**src/hdl/bpbs_pkg.sv**
```systemverilog
// Shared types, constants and the per-byte scrambling function.
`default_nettype none
package bpbs_pkg;

    localparam int BYTE_W = 8;
    localparam int CNT_W = 8;
    localparam int Q_DEPTH = 2;
    localparam int Q_PTR_W = $clog2(Q_DEPTH);
    localparam int Q_CNT_W = $clog2(Q_DEPTH + 1);

    localparam logic [7:0] BLOCK_SIZE_RST = 8'd4;
    localparam logic [1:0] PHASE_LAST = 2'd2;

    typedef enum logic [0:0] {
        CFG_BLOCK_SIZE = 1'b0,
        CFG_DIRECTION  = 1'b1
    } t_cfg_idx;

    typedef enum logic [1:0] {
        RULE_ALL   = 2'd0,
        RULE_EVEN  = 2'd1,
        RULE_THIRD = 2'd2
    } t_rule;

    typedef struct packed {
        logic [7:0] data_byte;
        logic       end_of_message;
    } t_in_beat;

    typedef struct packed {
        logic [7:0] coded_byte;
        logic       end_of_message_out;
    } t_out_beat;

    typedef struct packed {
        logic [7:0] block_size;
        logic       direction;
    } t_cfg;

    typedef struct packed {
        logic [CNT_W-1:0] bit_position;
        logic [CNT_W-1:0] ones_in_block;
        logic [CNT_W-1:0] zeros_in_block;
        t_rule            flip_rule;
        logic [1:0]       phase_mod_three;
    } t_blk_state;

    typedef struct packed {
        logic full;
        logic empty;
    } t_q_status;

    typedef struct packed {
        t_blk_state       st;
        logic [BYTE_W-1:0] dout;
    } t_step;

    localparam t_blk_state BLK_STATE_RST = '{
        bit_position: '0, ones_in_block: '0, zeros_in_block: '0,
        flip_rule: RULE_ALL, phase_mod_three: '0};

    function automatic t_step scramble_byte(t_blk_state s_in, logic [BYTE_W-1:0] din,
                                            t_cfg cfg);
        t_blk_state s;
        t_step      r;
        logic [7:0] size;
        logic       ib;
        logic       flip;
        logic       ob;
        logic       plain;
        s = s_in;
        r.dout = '0;
        size = (cfg.block_size == 8'd0) ? 8'd1 : cfg.block_size;
        for (int k = 0; k < BYTE_W; k++) begin
            ib = din[BYTE_W-1-k];
            case (s.flip_rule)
                RULE_ALL:  flip = 1'b1;
                RULE_EVEN: flip = s.bit_position[0];
                default:   flip = (s.phase_mod_three == PHASE_LAST);
            endcase
            ob = ib ^ flip;
            r.dout[BYTE_W-1-k] = ob;
            plain = cfg.direction ? ob : ib;
            if (plain) begin
                s.ones_in_block = s.ones_in_block + 1'b1;
            end else begin
                s.zeros_in_block = s.zeros_in_block + 1'b1;
            end
            if (({1'b0, s.bit_position} + 9'd1) >= {1'b0, size}) begin
                if (s.ones_in_block == s.zeros_in_block) begin
                    s.flip_rule = RULE_ALL;
                end else if (s.zeros_in_block > s.ones_in_block) begin
                    s.flip_rule = RULE_EVEN;
                end else begin
                    s.flip_rule = RULE_THIRD;
                end
                s.bit_position = '0;
                s.phase_mod_three = '0;
                s.ones_in_block = '0;
                s.zeros_in_block = '0;
            end else begin
                s.bit_position = s.bit_position + 1'b1;
                s.phase_mod_three = (s.phase_mod_three == PHASE_LAST) ? 2'd0
                                    : s.phase_mod_three + 2'd1;
            end
        end
        r.st = s;
        return r;
    endfunction

endpackage
`default_nettype wire

```
**src/hdl/bpbs_front.sv**
```systemverilog
// Front stage: takes input beats into a holding register and feeds the queue.
`default_nettype none
module bpbs_front (
    input  wire logic              i_clk,
    input  wire logic              i_rst_n,
    input  wire logic              i_in_valid,
    output logic                   o_in_stall,
    input  wire bpbs_pkg::t_in_beat i_in_data,
    input  wire bpbs_pkg::t_q_status i_q_status,
    output logic                   o_push,
    output bpbs_pkg::t_in_beat     o_push_data
);

    logic               r_valid;
    bpbs_pkg::t_in_beat r_beat;
    logic               load;

    assign o_push      = r_valid && !i_q_status.full;
    assign o_push_data = r_beat;
    assign o_in_stall  = r_valid && i_q_status.full;
    assign load        = i_in_valid && !o_in_stall;

    always_ff @(posedge i_clk) begin
        if (!i_rst_n) begin
            r_valid <= 1'b0;
        end else if (load) begin
            r_valid <= 1'b1;
        end else if (o_push) begin
            r_valid <= 1'b0;
        end
    end

    always_ff @(posedge i_clk) begin
        if (load) begin
            r_beat <= i_in_data;
        end
    end

endmodule
`default_nettype wire

```
**src/hdl/bpbs_queue.sv**
```systemverilog
// Short FIFO between front and back stages.
`default_nettype none
module bpbs_queue (
    input  wire logic               i_clk,
    input  wire logic               i_rst_n,
    input  wire logic               i_push,
    input  wire bpbs_pkg::t_in_beat i_push_data,
    input  wire logic               i_pop,
    output bpbs_pkg::t_in_beat      o_head,
    output bpbs_pkg::t_q_status     o_status
);

    bpbs_pkg::t_in_beat                  r_mem [bpbs_pkg::Q_DEPTH];
    logic [bpbs_pkg::Q_PTR_W-1:0]        r_wr_ptr;
    logic [bpbs_pkg::Q_PTR_W-1:0]        r_rd_ptr;
    logic [bpbs_pkg::Q_CNT_W-1:0]        r_count;

    assign o_status.full  = (r_count == bpbs_pkg::Q_CNT_W'(bpbs_pkg::Q_DEPTH));
    assign o_status.empty = (r_count == '0);
    assign o_head         = r_mem[r_rd_ptr];

    always_ff @(posedge i_clk) begin
        if (!i_rst_n) begin
            r_wr_ptr <= '0;
            r_rd_ptr <= '0;
            r_count  <= '0;
        end else begin
            if (i_push) begin
                r_wr_ptr <= (r_wr_ptr == bpbs_pkg::Q_PTR_W'(bpbs_pkg::Q_DEPTH - 1)) ? '0
                            : r_wr_ptr + 1'b1;
            end
            if (i_pop) begin
                r_rd_ptr <= (r_rd_ptr == bpbs_pkg::Q_PTR_W'(bpbs_pkg::Q_DEPTH - 1)) ? '0
                            : r_rd_ptr + 1'b1;
            end
            if (i_push && !i_pop) begin
                r_count <= r_count + 1'b1;
            end else if (i_pop && !i_push) begin
                r_count <= r_count - 1'b1;
            end
        end
    end

    always_ff @(posedge i_clk) begin
        if (i_push) begin
            r_mem[r_wr_ptr] <= i_push_data;
        end
    end

endmodule
`default_nettype wire

```
**src/hdl/bpbs_back.sv**
```systemverilog
// Back stage: scrambles one byte per cycle while fed and not stalled, and holds the result beat.
`default_nettype none
module bpbs_back (
    input  wire logic                i_clk,
    input  wire logic                i_rst_n,
    input  wire bpbs_pkg::t_cfg      i_cfg,
    input  wire bpbs_pkg::t_q_status i_q_status,
    input  wire bpbs_pkg::t_in_beat  i_head,
    output logic                     o_pop,
    output logic                     o_out_valid,
    input  wire logic                i_out_stall,
    output bpbs_pkg::t_out_beat      o_out_data
);

    bpbs_pkg::t_blk_state r_st;
    bpbs_pkg::t_blk_state n_st;
    logic                 r_valid;
    bpbs_pkg::t_out_beat  r_out;
    bpbs_pkg::t_step      step;
    logic                 load;

    assign load  = !r_valid || !i_out_stall;
    assign o_pop = load && !i_q_status.empty;
    assign step  = bpbs_pkg::scramble_byte(r_st, i_head.data_byte, i_cfg);

    always_comb begin
        n_st = r_st;
        if (o_pop) begin
            n_st = i_head.end_of_message ? bpbs_pkg::BLK_STATE_RST : step.st;
        end
    end

    always_ff @(posedge i_clk) begin
        if (!i_rst_n) begin
            r_st    <= bpbs_pkg::BLK_STATE_RST;
            r_valid <= 1'b0;
        end else begin
            r_st <= n_st;
            if (load) begin
                r_valid <= o_pop;
            end
        end
    end

    always_ff @(posedge i_clk) begin
        if (o_pop) begin
            r_out.coded_byte         <= step.dout;
            r_out.end_of_message_out <= i_head.end_of_message;
        end
    end

    assign o_out_valid = r_valid;
    assign o_out_data  = r_out;

endmodule
`default_nettype wire

```
**src/hdl/block_parity_bit_scrambler.sv**
```systemverilog
// Top level of the block parity bit scrambler.
//  channel | direction | handshake                 | beat
//  in      | input     | i_in_valid / o_in_stall   | t_in_beat
//  out     | output    | o_out_valid / i_out_stall | t_out_beat
//  cfg     | input     | i_cfg_we                  | i_cfg_index, i_cfg_wdata
// One byte per cycle unless a side stalls; the eight bit decisions of a byte
// resolve combinationally in the back stage. With an empty queue an accepted
// beat passes the front register, a queue entry and the back output register.
// Synchronous active-low reset clears block state, queue and valids; block_size
// resets to 4, direction to encode. Front and back stall independently across
// a two-entry queue.
`default_nettype none
module block_parity_bit_scrambler (
    input  wire logic                i_clk,
    input  wire logic                i_rst_n,
    input  wire logic                i_in_valid,
    output logic                     o_in_stall,
    input  wire bpbs_pkg::t_in_beat  i_in_data,
    output logic                     o_out_valid,
    input  wire logic                i_out_stall,
    output bpbs_pkg::t_out_beat      o_out_data,
    input  wire logic                i_cfg_we,
    input  wire bpbs_pkg::t_cfg_idx  i_cfg_index,
    input  wire logic [7:0]          i_cfg_wdata
);

    bpbs_pkg::t_cfg      r_cfg;
    bpbs_pkg::t_q_status q_status;
    bpbs_pkg::t_in_beat  push_data;
    bpbs_pkg::t_in_beat  head;
    logic                push;
    logic                pop;

    always_ff @(posedge i_clk) begin
        if (!i_rst_n) begin
            r_cfg.block_size <= bpbs_pkg::BLOCK_SIZE_RST;
            r_cfg.direction  <= 1'b0;
        end else if (i_cfg_we) begin
            unique case (i_cfg_index)
                bpbs_pkg::CFG_BLOCK_SIZE: r_cfg.block_size <= i_cfg_wdata;
                bpbs_pkg::CFG_DIRECTION:  r_cfg.direction  <= i_cfg_wdata[0];
                default: ;
            endcase
        end
    end

    bpbs_front u_front (
        .i_clk       (i_clk),
        .i_rst_n     (i_rst_n),
        .i_in_valid  (i_in_valid),
        .o_in_stall  (o_in_stall),
        .i_in_data   (i_in_data),
        .i_q_status  (q_status),
        .o_push      (push),
        .o_push_data (push_data)
    );

    bpbs_queue u_queue (
        .i_clk       (i_clk),
        .i_rst_n     (i_rst_n),
        .i_push      (push),
        .i_push_data (push_data),
        .i_pop       (pop),
        .o_head      (head),
        .o_status    (q_status)
    );

    bpbs_back u_back (
        .i_clk       (i_clk),
        .i_rst_n     (i_rst_n),
        .i_cfg       (r_cfg),
        .i_q_status  (q_status),
        .i_head      (head),
        .o_pop       (pop),
        .o_out_valid (o_out_valid),
        .i_out_stall (i_out_stall),
        .o_out_data  (o_out_data)
    );

    a_q_status_sane: assert property (@(posedge i_clk) disable iff (!i_rst_n)
        !(q_status.full && q_status.empty))
        else $error("queue full and empty at once");

    a_pop_nonempty: assert property (@(posedge i_clk) disable iff (!i_rst_n)
        pop |-> !q_status.empty)
        else $error("pop from empty queue");

    a_push_not_full: assert property (@(posedge i_clk) disable iff (!i_rst_n)
        push |-> !q_status.full)
        else $error("push into full queue");

    a_reset_clears_out: assert property (@(posedge i_clk)
        !i_rst_n |=> !o_out_valid)
        else $error("output valid after reset");

    a_out_hold: assert property (@(posedge i_clk) disable iff (!i_rst_n)
        o_out_valid && i_out_stall |=> o_out_valid && $stable(o_out_data))
        else $error("stalled output beat changed");

endmodule
`default_nettype wire

```
**config.mk**
```make
export PLATFORM = sky130hd
export DESIGN_NAME = block_parity_bit_scrambler
export DESIGN_NICKNAME = d
export VERILOG_FILES = /design/src/hdl/bpbs_pkg.sv /design/src/hdl/bpbs_front.sv /design/src/hdl/bpbs_queue.sv /design/src/hdl/bpbs_back.sv /design/src/hdl/block_parity_bit_scrambler.sv
export SDC_FILE = /design/constraint.sdc
export NUM_CORES = 1
export LEC_CHECK = 0
export BUFFER_PORTS_ARGS = -buffer_cell sky130_fd_sc_hd__clkbuf_2
export CAP_MARGIN = 10
export CORE_ASPECT_RATIO = 1.4
export CORE_MARGIN = 5
export CORE_UTILIZATION = 40
export CTS_BUF_LIST = sky130_fd_sc_hd__clkbuf_8
export DETAILED_ROUTE_END_ITERATION = 8
export PLACE_DENSITY = 0.62
export SETUP_SLACK_MARGIN = 0.15
export SLEW_MARGIN = 30
export SYNTH_ARGS = -nofsm -noshare
export SYNTH_HDL_FRONTEND = slang
export SYNTH_SLANG_ARGS = --single-unit
export TNS_END_PERCENT = 50
```
**constraint.sdc**
```tcl
create_clock -name i_clk -period 67.4 [get_ports i_clk]
set_input_delay 3.37 -clock i_clk [delete_from_list [all_inputs] [get_ports i_clk]]
set_output_delay 3.37 -clock i_clk [all_outputs]
set_load 0.03 [all_outputs]
```
==> metrics.md <==
| Metric | Value |
|---|---|
| Synth area leader | ha_1 |
| CTS max path bufs | 2 |
| Die W | 162 um |
| Root buffer cell | clkbuf_8 |
| Initial antenna violation count | 0 |
| Post-CTS Setup Bufs | 0 |
| Syn_nets | 1877 |
| Fin Setup TNS | 0 ns |
| Multiplexer share of the synthesized area | 0.0388 |
| Worst setup SP type | flop |
| Final Cycle Share | 0.366 |
| Worst Clk Skew | 0.0264 ns |
| Die Y | around 220 um |
| Register area share after synthesis | 0.152 |
| Largest family of logic cells by synthesized area | simple AND/OR/NAND/NOR gates |
| Outcome | completed |
| Top-area cell type share of the netlist area | 0.147 |
| Fin nets | around 1900 |
| Post-synthesis async set-or-reset flop share | 0 |
| Largest net degree at the start of global routing | 36 |
| Compound-Gate Fraction of Synth Area | 0.225 |
| Max Clk Rate | 40.6 MHz |
| Syn_area_per_cell | 7.58 sq um |
| CTS Buf Count | 9 |
| WS Path Type | flop to flop |
| Row cnt | 77 |
| Library cells used by synthesis | 109 |
| Relative slew slack | 0.414 |
| Most numerous cell in the Yosys netlist | nor2_1 |
| Gr usage total | 0.238 |
| Final GP Congestion | 0.964 |
| Drt pass-1 iters | 5 |
| ANT nets after route | 0 |
| Critical path peak fanout | 19 |
| Drc violations | 0 |
| Slowest CP cell | dfxtp_1 |
| Die footprint | 36000 sq um |
| Critical path data arrival time | roughly 25 ns |
| CP bufs+invs | 5 |
| Initial DRC Count | ~1100 |
| Adder-Cell Fraction of Synth Area | 0.147 |
| DR vias | between 10000 and 15000 |
| Sink Count | 80 |
| Worst slew pin tran | roughly 0.87 ns |
| Final setup fails | 0 |
| Hold buffer count at CTS | 0 |
| Routed wire per std cell | 21.0 um |
| Mapped Cells | 1702 |
| Routed WL | 44.1 mm |
| Simple logic cell fraction of the synthesized area | 0.294 |
| Critical Path RT | between 60 and 70 ns |
| Initial Util | 0.407 |
| Antenna Cells | 0 |
| RSZ-0062 raised after global routing | false |
| MaxCap Viol Count | 0 |
| Worst-path clk slew | 0.10 ns |
| Total core area | 31700 sq um |
| Worst-Skew Late Latency | between 0.3 and 0.4 ns |
| Yosys Warn Count | 0 |
| Final hold violation count | 0 |
| #FFs+latches synth | 80 |
| I/O Buffers | 33 |
| Final Slew Violations | 0 |
| Area Overhead vs Synth | 5.98% |
| Vias in the first global route | 12900 |
| First-pass GRT wire length | between 60 and 70 mm |
| Worst Hold Class | flop to flop |
| Area contributors post-synth | ha_1 (15%), edfxtp_1 (8.4%), dfxtp_1 (6.8%) |
| Synth Cell Area | between 10000 and 15000 sq um |
| Final Util | 0.431 |
| Final HPWL DP | 35.7 mm |
| CP peak stage delay | 0.75 ns |
| I/O pins | 34 |
| Via-per-instance ratio | 6.30 |
| Crit. End Element | flop |
| Post-synth top flop | dfxtp_1 |
| CTS tree | done |
| Number of flops mapped to enable cells by yosys | 36 |
| H-tree levels | 3 |
| Commonest cells post-synth | nor2_1 (163), nand2_1 (156), ha_1 (152) |
| Period minus WS final | 24.64 ns |
| Total gr overflow | 0 |
| Top cell by count, worst path | ha_1 |
| Layout cells sized above 1 | 0.0852 |
| Post-cts repair resize count | 0 |
| CP top delay family | simple AND/OR/NAND/NOR gates |
| Xor/xnor cell area share of the yosys netlist | 0.102 |
area by class of cell:
cell class,count,area [sq um]
Timing Repair Buffer,55,330
Fill cell,3199,18000
Multi-Input combinational cell,1491,10400
Clock buffer,9,124
Tap cell,395,494
Sequential cell,80,1960
Inverter,60,225
Clock inverter,7,110
path summary, 6_finish.rpt:
kind / cells after the start / slack (ns) / start / end
setup reg to reg: 89 / 42.76 / u_back.r_st[20] / u_back.r_st[3]
hold / removal: 2 / 0.46 / r_cfg[2] / r_cfg[2]
hold reg to reg: 2 / 0.46 / r_cfg[2] / r_cfg[2]
setup / recovery: 89 / 42.76 / u_back.r_st[20] / u_back.r_st[3]
worst register-to-register path, delay by kind of cell (launching register included):
kind | cells | cell delay (ns)
simple gates | 41 | 9.72
flops | 1 | 0.75
buf+inv | 5 | 0.65
xor+xnor | 7 | 2.84
fa+ha+maj | 10 | 3.48
compound gates | 23 | 6.01
mux | 3 | 1.12
state kept, by name (all words and copies together), names as in the netlist, named ones only:
name,cells
u_back.r_st,28
u_queue.r_mem,18
r_cfg,9
u_back.o_out_data,9
u_front.o_push_data,9
u_queue.r_count,2
u_back.o_out_valid,1
u_front.r_valid,1
u_queue.r_rd_ptr,1
u_queue.r_wr_ptr,1
layout by cell type (no fill, tap or decap), types with 19 or more instances in the layout:
cell type  instances
a21o_1            32
nor3_1            54
mux2i_1           34
nand3_1           60
clkbuf_2          33
a211oi_1          19
xnor2_1           87
edfxtp_1          36
nor2b_1           27
dfxtp_1           44
and3_1            29
a21oi_1          104
buf_4             22
o21ai_0           75
and2_1            35
nand2_1          156
nor2_1           162
nor4_1            21
inv_1             57
nand2b_1          38
or3_1             19
ha_1             152
nand4_1           41
xor2_1            59
stage by stage:
step | cells | worst slack, ns | hold WS [ns] | cell area [sq um]
6_report | 2097 | 42.76 | 0.458 | 13700
5_1_grt | 2097 | 40.82 | 0.467 | 13700
3_3_place_gp | 2081 | 43.33 | 0.426 | 13400
3_5_place_dp | 2081 | 43.11 | 0.440 | 13400
4_1_cts | 2097 | 43.06 | 0.462 | 13700
2_1_floorplan | 1702 | 45.59 | 0.421 | 12900
kinds of logic (layout without fill, tap and decap cells):
family / after synthesis / after routing
AOI/OAI and AO/OA: 418 / 418
xor gates and xnor gates: 148 / 148
adders and majority gates: 152 / 152
buffers and inverters: 131 / 131
DFF: 80 / 80
muxes: 47 / 47
and+or+nand+nor: 726 / 726
routing by layer:
| metal | share of wire | GRT usage |
|---|---|---|
| met5 | 0 | 0 |
| met4 | 0.052 | 0.112 |
| met3 | 0.049 | 0.0232 |
| met2 | 0.49 | 0.422 |
| met1 | 0.41 | 0.287 |
Power is not shown: default switching activity piles up to over one toggle a cycle in this logic, so the estimate is an artifact.
